--- src/rtl/hkrb_pkg.sv ---
// Shared types and constants for the HID key report builder.
package hkrb_pkg;

  // Number of key slots carried in one report transfer
  localparam int unsigned OUT_SLOTS = 6;

  localparam logic [7:0] NO_KEY_CODE = 8'h00;
  // Modifier usage codes (left ctrl .. right gui)
  localparam logic [7:0] MOD_FIRST = 8'hE0;
  localparam logic [7:0] MOD_LAST  = 8'hE7;

  typedef enum logic [1:0] {
    OP_PRESS       = 2'd0,
    OP_RELEASE     = 2'd1,
    OP_RELEASE_ALL = 2'd2
  } opcode_e;

  typedef struct packed {
    logic [7:0] key_code;
    logic [1:0] opcode;
  } key_event_t;

  typedef struct packed {
    logic [7:0] slot_zero;
    logic [7:0] slot_one;
    logic [7:0] slot_two;
    logic [7:0] slot_three;
    logic [7:0] slot_four;
    logic [7:0] slot_five;
  } key_report_t;

endpackage

--- src/rtl/hid_key_report_builder.sv ---
// Key report builder: turns press/release events into six-slot HID key reports.
//
//   channel | direction | handshake               | payload
//   --------+-----------+-------------------------+---------------------------
//   event   | in        | in_valid_i/in_stall_o   | in_data_i  (key_event_t)
//   report  | out       | out_valid_o/out_stall_i | out_data_o (key_report_t)
//
// One event is taken per cycle while in_stall_o is low; its report enters the
// output register, or the skid register while a report waits. Slot match, clear
// and the compaction pass are parallel compare/select logic before the slots.
// A two-entry output buffer (report register plus skid register) lets an event
// be taken while a report waits; in_stall_o rises only when both are full.
// Reset clears all slots, the fill index and both output entries' valid flags.
// Press/release of key code zero and the unused opcode give no report.
module hid_key_report_builder #(
  parameter int unsigned REPORT_SLOTS = 6
) (
  input  logic                  clk_i,
  input  logic                  rst_ni,
  input  logic                  in_valid_i,
  output logic                  in_stall_o,
  input  hkrb_pkg::key_event_t  in_data_i,
  output logic                  out_valid_o,
  input  logic                  out_stall_i,
  output hkrb_pkg::key_report_t out_data_o
);

  localparam int unsigned IDX_W = $clog2(REPORT_SLOTS + 1);

  // Visible slots 0..REPORT_SLOTS-1, hidden slot at REPORT_SLOTS
  logic [7:0]       slots_q [REPORT_SLOTS+1];
  logic [7:0]       slots_d [REPORT_SLOTS+1];
  logic [IDX_W-1:0] fill_q, fill_d;

  logic [7:0] cleared [REPORT_SLOTS+1];
  logic [7:0] packed_slots [REPORT_SLOTS+1];
  logic [7:0] rep [hkrb_pkg::OUT_SLOTS];

  hkrb_pkg::key_report_t out_q, skid_q, new_rep;
  logic                  out_valid_q, skid_valid_q;

  logic [7:0] code;
  logic       is_mod, has_result, in_fire, out_fire, produce;
  logic       found, seen, hit;

  assign code   = in_data_i.key_code;
  assign is_mod = (code >= hkrb_pkg::MOD_FIRST) && (code <= hkrb_pkg::MOD_LAST);

  // Which events give a report
  always_comb begin
    case (in_data_i.opcode) inside
      hkrb_pkg::OP_RELEASE_ALL: has_result = 1'b1;
      hkrb_pkg::OP_PRESS,
      hkrb_pkg::OP_RELEASE:     has_result = (code != hkrb_pkg::NO_KEY_CODE);
      default:                  has_result = 1'b0;
    endcase
  end

  assign in_stall_o  = skid_valid_q;
  assign in_fire     = in_valid_i & ~in_stall_o;
  assign produce     = in_fire & has_result;
  assign out_valid_o = out_valid_q;
  assign out_data_o  = out_q;
  assign out_fire    = out_valid_q & ~out_stall_i;

  // Release path: clear first matching visible slot, then one compaction pass.
  // A pass shifts everything right of the first empty slot left by one.
  always_comb begin
    found = 1'b0;
    hit   = 1'b0;
    for (int i = 0; i < REPORT_SLOTS; i++) begin
      hit        = (slots_q[i] == code) && !found;
      cleared[i] = hit ? hkrb_pkg::NO_KEY_CODE : slots_q[i];
      found      = found | hit;
    end
    cleared[REPORT_SLOTS] = slots_q[REPORT_SLOTS];

    seen = 1'b0;
    for (int i = 0; i < REPORT_SLOTS; i++) begin
      seen = seen | (cleared[i] == hkrb_pkg::NO_KEY_CODE);
      if (!seen) begin
        packed_slots[i] = cleared[i];
      end else if (i + 1 < REPORT_SLOTS) begin
        packed_slots[i] = cleared[i+1];
      end else begin
        packed_slots[i] = hkrb_pkg::NO_KEY_CODE;
      end
    end
    packed_slots[REPORT_SLOTS] = cleared[REPORT_SLOTS];
  end

  // Next slot state and fill index
  always_comb begin
    slots_d = slots_q;
    fill_d  = fill_q;
    case (in_data_i.opcode)
      hkrb_pkg::OP_PRESS: begin
        for (int i = 0; i <= REPORT_SLOTS; i++) begin
          if (fill_q == IDX_W'(i)) begin
            slots_d[i] = code;
          end
        end
        if (is_mod && (fill_q < IDX_W'(REPORT_SLOTS))) begin
          fill_d = fill_q + IDX_W'(1);
        end
      end
      hkrb_pkg::OP_RELEASE: begin
        slots_d = packed_slots;
        if (is_mod && (fill_q != '0)) begin
          fill_d = fill_q - IDX_W'(1);
        end
      end
      default: begin
        for (int i = 0; i <= REPORT_SLOTS; i++) begin
          slots_d[i] = hkrb_pkg::NO_KEY_CODE;
        end
        fill_d = '0;
      end
    endcase
  end

  // Report from the new visible slots; fields past REPORT_SLOTS read zero
  always_comb begin
    for (int j = 0; j < hkrb_pkg::OUT_SLOTS; j++) begin
      rep[j] = (j < REPORT_SLOTS) ? slots_d[j] : hkrb_pkg::NO_KEY_CODE;
    end
    new_rep.slot_zero  = rep[0];
    new_rep.slot_one   = rep[1];
    new_rep.slot_two   = rep[2];
    new_rep.slot_three = rep[3];
    new_rep.slot_four  = rep[4];
    new_rep.slot_five  = rep[5];
  end

  // Slot state update
  always_ff @(posedge clk_i or negedge rst_ni) begin
    if (!rst_ni) begin
      for (int i = 0; i <= REPORT_SLOTS; i++) begin
        slots_q[i] <= hkrb_pkg::NO_KEY_CODE;
      end
      fill_q <= '0;
    end else if (produce) begin
      slots_q <= slots_d;
      fill_q  <= fill_d;
    end
  end

  // Output register with skid entry
  always_ff @(posedge clk_i or negedge rst_ni) begin
    if (!rst_ni) begin
      out_valid_q  <= 1'b0;
      skid_valid_q <= 1'b0;
    end else begin
      if (!out_valid_q || out_fire) begin
        if (skid_valid_q) begin
          out_valid_q  <= 1'b1;
          skid_valid_q <= 1'b0;
        end else begin
          out_valid_q <= produce;
        end
      end else if (produce) begin
        skid_valid_q <= 1'b1;
      end
    end
  end

  // Report payload
  always_ff @(posedge clk_i) begin
    if (!out_valid_q || out_fire) begin
      if (skid_valid_q) begin
        out_q <= skid_q;
      end else if (produce) begin
        out_q <= new_rep;
      end
    end else if (produce) begin
      skid_q <= new_rep;
    end
  end

endmodule
--- config.mk ---
export PLATFORM = sky130hd
export DESIGN_NAME = hid_key_report_builder
export DESIGN_NICKNAME = d
export VERILOG_FILES = /design/src/rtl/hkrb_pkg.sv /design/src/rtl/hid_key_report_builder.sv
export SDC_FILE = /design/constraint.sdc
export NUM_CORES = 1
export LEC_CHECK = 0
export ABC_AREA = 1
export BUFFER_PORTS_ARGS = -buffer_cell sky130_fd_sc_hd__buf_2
export CORE_MARGIN = 4
export CORE_UTILIZATION = 40
export CTS_CLUSTER_SIZE = 16
export DETAILED_ROUTE_END_ITERATION = 8
export GPL_ROUTABILITY_DRIVEN = 0
export REMOVE_ABC_BUFFERS = 1
export SYNTH_ARGS = -nofsm -noshare
export SYNTH_HDL_FRONTEND = slang
export SYNTH_SLANG_ARGS = --single-unit
--- constraint.sdc ---
create_clock -name clk_i -period 7.05 [get_ports clk_i]
set_input_delay 0.3525 -clock clk_i [delete_from_list [all_inputs] [get_ports clk_i]]
set_output_delay 0.3525 -clock clk_i [all_outputs]
set_load 0.01 [all_outputs]
After elaboration in Yosys (flattened, before gate mapping)
Index checks and enable logic that the tools add are counted.

operators by class
  add/sub/neg operators = 2
  $mul = 0
  div/mod/pow operators = 0
  order comparisons = 3
  equal/unequal tests = 16
  shifts and indexed selects = 0
  muxes and demuxes = 30
  bitwise gates (word level) = 15
  reductions and logical operators = 31

operator list
  cell                   number
  $mux W8                19
  $pmux W56 S2           1
  $mux W48               2
  $eq A8 B8 Y1           6
  $logic_not A8 Y1       6
  $eq A3 B3 Y1 const B   3
  $or A1 B1 Y1           9
  $ge A8 B8 Y1 const B   1
  $le A8 B8 Y1 const B   1
  $logic_and A1 B1 Y1    8
  $reduce_bool A8 Y1     1
  $eq A3 B2 Y1 const B   2
  $logic_not A1 Y1       6
  $mux W3                2
  $pmux W3 S2            1
  $mux W1                5
  $ne A2 B1 Y1 const B   2
  $reduce_and A2 Y1      2
  $reduce_bool A2 Y1     2
  $add A3 B1 Y3 const B  1
  $and A1 B1 Y1          3
  $eq A3 B1 Y1 const B   1
  $logic_not A3 Y1       1
  $lt A3 B3 Y1 const B   1
  other kinds (9)        11

storage, ports and cells
  bits in registers = 149
  latch bits = 0
  bits in writable memories = 0
  bits in read-only memories = 0
  input port bits = 14
  memories kept = 0

Logic depth before layout (Yosys ltp)
  depth after elaboration = 22
  gate-level depth with buffers = 20
  depth with buffers taken out = 19

Worst setup path before layout
OpenSTA, ideal clock, no wires.

  kind = input-to-reg
  start point = input in_data_i[5] in the netlist's numbering
  end point = register out_q (netlist bit out_data_o[0]) (enable)
  library setup time = 0.527 ns
  arrival = 4.524 ns
  data required time = 6.523 ns
  slack = 1.999 ns
  stages on the path = 6
  buffers on the path = 2
  path through = buf_2 -> nor2_1 -> nand4_1 -> nand4_1 -> clkbuf_1 -> a21boi_0

between the ends
  cells in the longest elaborated chain, start to end = 6

ends and longest elaborated chain
  what                          RTL line                       text
  from (decl)                   hid_key_report_builder.sv:22   input hkrb_pkg::key_event_t in_data_i,
  $reduce_bool A8 Y1            hid_key_report_builder.sv:54   hkrb_pkg::OP_RELEASE: has_result = (code != hkrb_pkg::NO_KEY_CODE);
  $mux W1 (2 in a row)          hid_key_report_builder.sv:51   case (in_data_i.opcode) inside
  $and A1 B1 Y1                 hid_key_report_builder.sv:61   assign produce = in_fire & has_result;
  $reduce_bool A2 Y1 (no line)  --
  $reduce_and A2 Y1 (no line)   --
  to (signal assigned)          hid_key_report_builder.sv:171  out_q <= skid_q;
  to (signal assigned)          hid_key_report_builder.sv:173  out_q <= new_rep;
  to (decl)                     hid_key_report_builder.sv:39   hkrb_pkg::key_report_t out_q, skid_q, new_rep;

Every way passes these cells.
A chain may end at the register's enable or synchronous reset.

Worst setup path in the final report
  start point = register skid_valid_q, in the netlist in_stall_o
  end point = register out_q (netlist bit out_data_o[20]) (enable)

between the ends
  cells in the longest elaborated chain, start to end = 5

ends and longest elaborated chain
  what                            RTL line                       text
  from (decl)                     hid_key_report_builder.sv:40   logic out_valid_q, skid_valid_q;
  from (signal assigned)          hid_key_report_builder.sv:152  skid_valid_q <= 1'b0;
  from (signal assigned)          hid_key_report_builder.sv:157  skid_valid_q <= 1'b0;
  from (signal assigned)          hid_key_report_builder.sv:162  skid_valid_q <= 1'b1;
  $not A1 Y1                      hid_key_report_builder.sv:60   assign in_fire = in_valid_i & ~in_stall_o;
  $and A1 B1 Y1                   hid_key_report_builder.sv:60
  $and A1 B1 Y1                   hid_key_report_builder.sv:61
  $reduce_bool A2 Y1 (no line) *  --
  $reduce_and A2 Y1 (no line) *   --

Every way passes the cells marked *; elsewhere a longest branch is shown, timed or not.

==> impl_metrics.ini <==
[cts]
clk_latency_ns = 0.43
clk_path_buf_depth = 2
clkSinkCount = 149
htree_levels = 4
cts_resized = 0
postCtsSetupBuffers = 0
postCtsHoldBufs = 0
cts_tree = done
cts_inserted_buffers = 17
root_buffer = clkbuf_16
path_clk_slew_ns = 0.06

[grt]
grt_max_degree = 54
grt_pass1_vias = 6842
antenna_found_initial = 0
grt_pass1_wl_mm = 37.87
grt_use_total_pct = 20.42
grt_overflow_total = 0

[routing]
finalWirelength_mm = 23.55
num_vias = 7294
wl_per_cell_um = 16.97
vias_per_cell = 5.255
first_pass_iters = 5
drt_iter0_markers = 809
drc = 0
final_antenna_net_count = 0

[finish]
final_util_pct = 46.39
n_antenna_cell = 0
area_growth_syn_to_layout_pct = 13.15
nets = 1125
drive_above_1_share_pct = 13.42
fillerInstances = 2053

[worst_setup_path]
rr_worst_depth = 7
r2r_start = in_stall_o
crit_type = flop to flop
r2r_slack_ns = 3.44
cp-end-kind = flop
cp_max_fo = 43
worstSetupStartpointType = flop
worstPathRequired_ns = 7.14
worstPathArrival_ns = 3.70
reg2reg_to = out_data_o[20]

[placed_design]
port_buffers = 63
preCtsSetupSlack_ns = 3.389
hpwlAfterDp_mm = 15.17

[floorplanning]
core_sq_um = 20430
die_h_um = 152.7
row_count = 52
dieArea_sq_um = 23320
ios = 64
start_util_pct = 41.00
die_width_um = 152.7

[synthesis]
synth_top_family_by_area = simple AND/OR/NAND/NOR gates
synth.avg_cell_area_sq_um = 7.916
yosys.area_share.simple_pct = 30.88
synthAdderAreaFrac_pct = 0.8963
yosysSeqAreaShare_pct = 50.25
synth-compound-area-share_pct = 10.44
synth_mux_area_share_pct = 0
synth_area_sq_um = 8376
syn_inst = 1058
ys_warn_count = 0
synth_cell_types = 39
synth_xor_area_share_pct = 1.673
synth_seq_cells = 149

[pwr]
peakVddDrop_uv = 237.7
p_per_area_nw_per_um2 = 414.2
finalPower_mw = 3.925
leakagePower_nw = 4.330

[sta]
maxSlewHeadroom_pct = 23.44
fin_crit_ns = 3.606
max_freq_mhz = 277.3
setup_violations = 0
finClkSkew_ns = 0.009981
worst_slew_pin_slew_ns = 1.147
rsz0062_at_grt = false
layout_setup_ws_ns = 3.444
hold_violations = 0
maxSlewViolCount = 0
timing.final.crit_share_pct = 51.15

[outcome]
status = completed

[min_path]
worstHoldPathType = input port to async pin

[job]
cap_violations = 0
cell type report:
| class | count | area (sq um) | area share (%) |
|---|---|---|---|
| clock buffers | 19 | 432.9 | 4.568 |
| well taps | 270 | 337.8 | 3.565 |
| clock inverters | 13 | 156.4 | 1.650 |
| repair buffers | 71 | 375.4 | 3.961 |
| inverters | 70 | 267.8 | 2.825 |
| flip-flops and latches | 149 | 4209 | 44.42 |
| multi-input cells | 796 | 3697 | 39.02 |
cells by family (layout without fill, tap and decap cells):
group,after synthesis,count (layout)
AND/OR/NAND/NOR,617,617
AO/OA/AOI/OAI,157,157
flip-flops,149,149
buffers and inverters,113,173
XOR/XNOR,16,16
adder cells (fa/ha/maj),6,6
worst max-delay path by stage:
stage / startpoint / endpoint
after floorplan: in_stall_o / out_data_o[0]
after global placement: in_stall_o / out_data_o[20]
after detailed placement: in_stall_o / out_data_o[46]
after CTS: in_stall_o / out_data_o[6]
after global routing: in_stall_o / out_data_o[11]
final: in_stall_o / out_data_o[20]
stage by stage:
step	instance area (sq um)	TNS [ns]	hold slack [ns]	cells
2_1_floorplan	8153	-1.432	0.05691	1015
3_3_place_gp	8887	0	0.5009	1356
3_5_place_dp	8887	0	0.5036	1356
4_1_cts	9477	0	0.1014	1388
5_1_grt	9477	0	0.1540	1388
6_report	9477	0	0.06296	1388
power breakdown:
| group | leakage, nW | internal [mW] | switching, mW |
|---|---|---|---|
| Combinational | 2.40 | 0.480 | 1.19 |
| Sequential | 1.64 | 1.19 | 0.148 |
| Clock | 0.287 | 0.555 | 0.363 |
| Total | 4.33 | 2.22 | 1.70 |
metal layers:
layer / share of wire, % / routed length, um / vias to the layer above / track usage [%]
li1: - / - / 3571 / -
met1: 48 / 11280 / 3420 / 29.82
met2: 44 / 10420 / 269 / 31.04
met3: 5.9 / 1381 / 34 / 3.607
met4: 2.0 / 465 / 0 / 6.449
met5: 0 / 0 / - / 0
flip-flops by register name (all words and copies together), names as in the netlist:
| signal | flops |
|---|---|
| fill_q | 3 |
| in_stall_o | 1 |
| out_data_o | 48 |
| out_valid_o | 1 |
| skid_q | 48 |
| slots_q | 48 |
worst max-delay path, cell delays in order (launching register included):
cell and delay (ns):
dfrtp_1 0.35, buf_4 0.26, inv_2 0.52, buf_4 0.43
nand4_1 0.13, buf_4 0.28, a21boi_4 0.78, buf_4 0.47
cells in the final DEF, fill, tap and decap left out, types with 2 or more instances in the layout:
master	instances
nand2_1	472
edfxtp_1	96
o21ai_0	87
buf_2	63
inv_1	57
dfrtp_1	53
nor2_1	49
nand3_1	42
a21oi_1	26
nand4_1	18
clkbuf_16	17
nand2_2	12
o21ai_1	11
inv_2	10
xnor2_1	9
o41ai_1	8
buf_4	8
xor2_1	7
o21ai_2	7
o211ai_1	7
a31oi_1	7
ha_1	6
nor2_2	5
clkinv_2	5
nand2_4	4
nor3_1	4
nand3_4	3
o22ai_1	3
bufinv_16	3
clkinv_1	2
nor2_4	2
inv_6	2
clkbuf_1	2
clkinv_4	2
clkinvlp_4	2
cell usage after synthesis:
cell type  count  area (sq um)
nand2_1      472          1772
edfxtp_1      96          2883
o21ai_0       87         435.4
inv_1         58         217.7
dfrtp_1       53          1326
nor2_1        51         191.4
nand3_1       42         210.2
a21oi_1       26         130.1
clkbuf_1      22         82.58
nand4_1       18         112.6
nand2_2       12         75.07
o21ai_1       11         55.05
buf_2         10         50.05
inv_2          9         33.78
xnor2_1        9         78.83
o41ai_1        8         70.07
a31oi_1        7         43.79
o211ai_1       7         52.55
o21ai_2        7         61.31
xor2_1         7         61.31
ha_1           6         75.07
buf_6          5         56.30
nand2_4        4         45.04
nor2_2         4         25.02
nor3_1         4         20.02
buf_1          3         11.26
buf_4          3         22.52
nand3_4        3         52.55
o22ai_1        3         18.77
clkinv_1       2         7.510
a21boi_0       1         7.510
inv_6          1         8.760
nand3_2        1         10.01
nand4_4        1         21.27
nor2_4         1         11.26
nor2_8         1         20.02
nor2b_1        1         6.260
nor3b_1        1         7.510
or2_2          1         6.260
No activity file was read; power rests on OpenSTA's default activity.
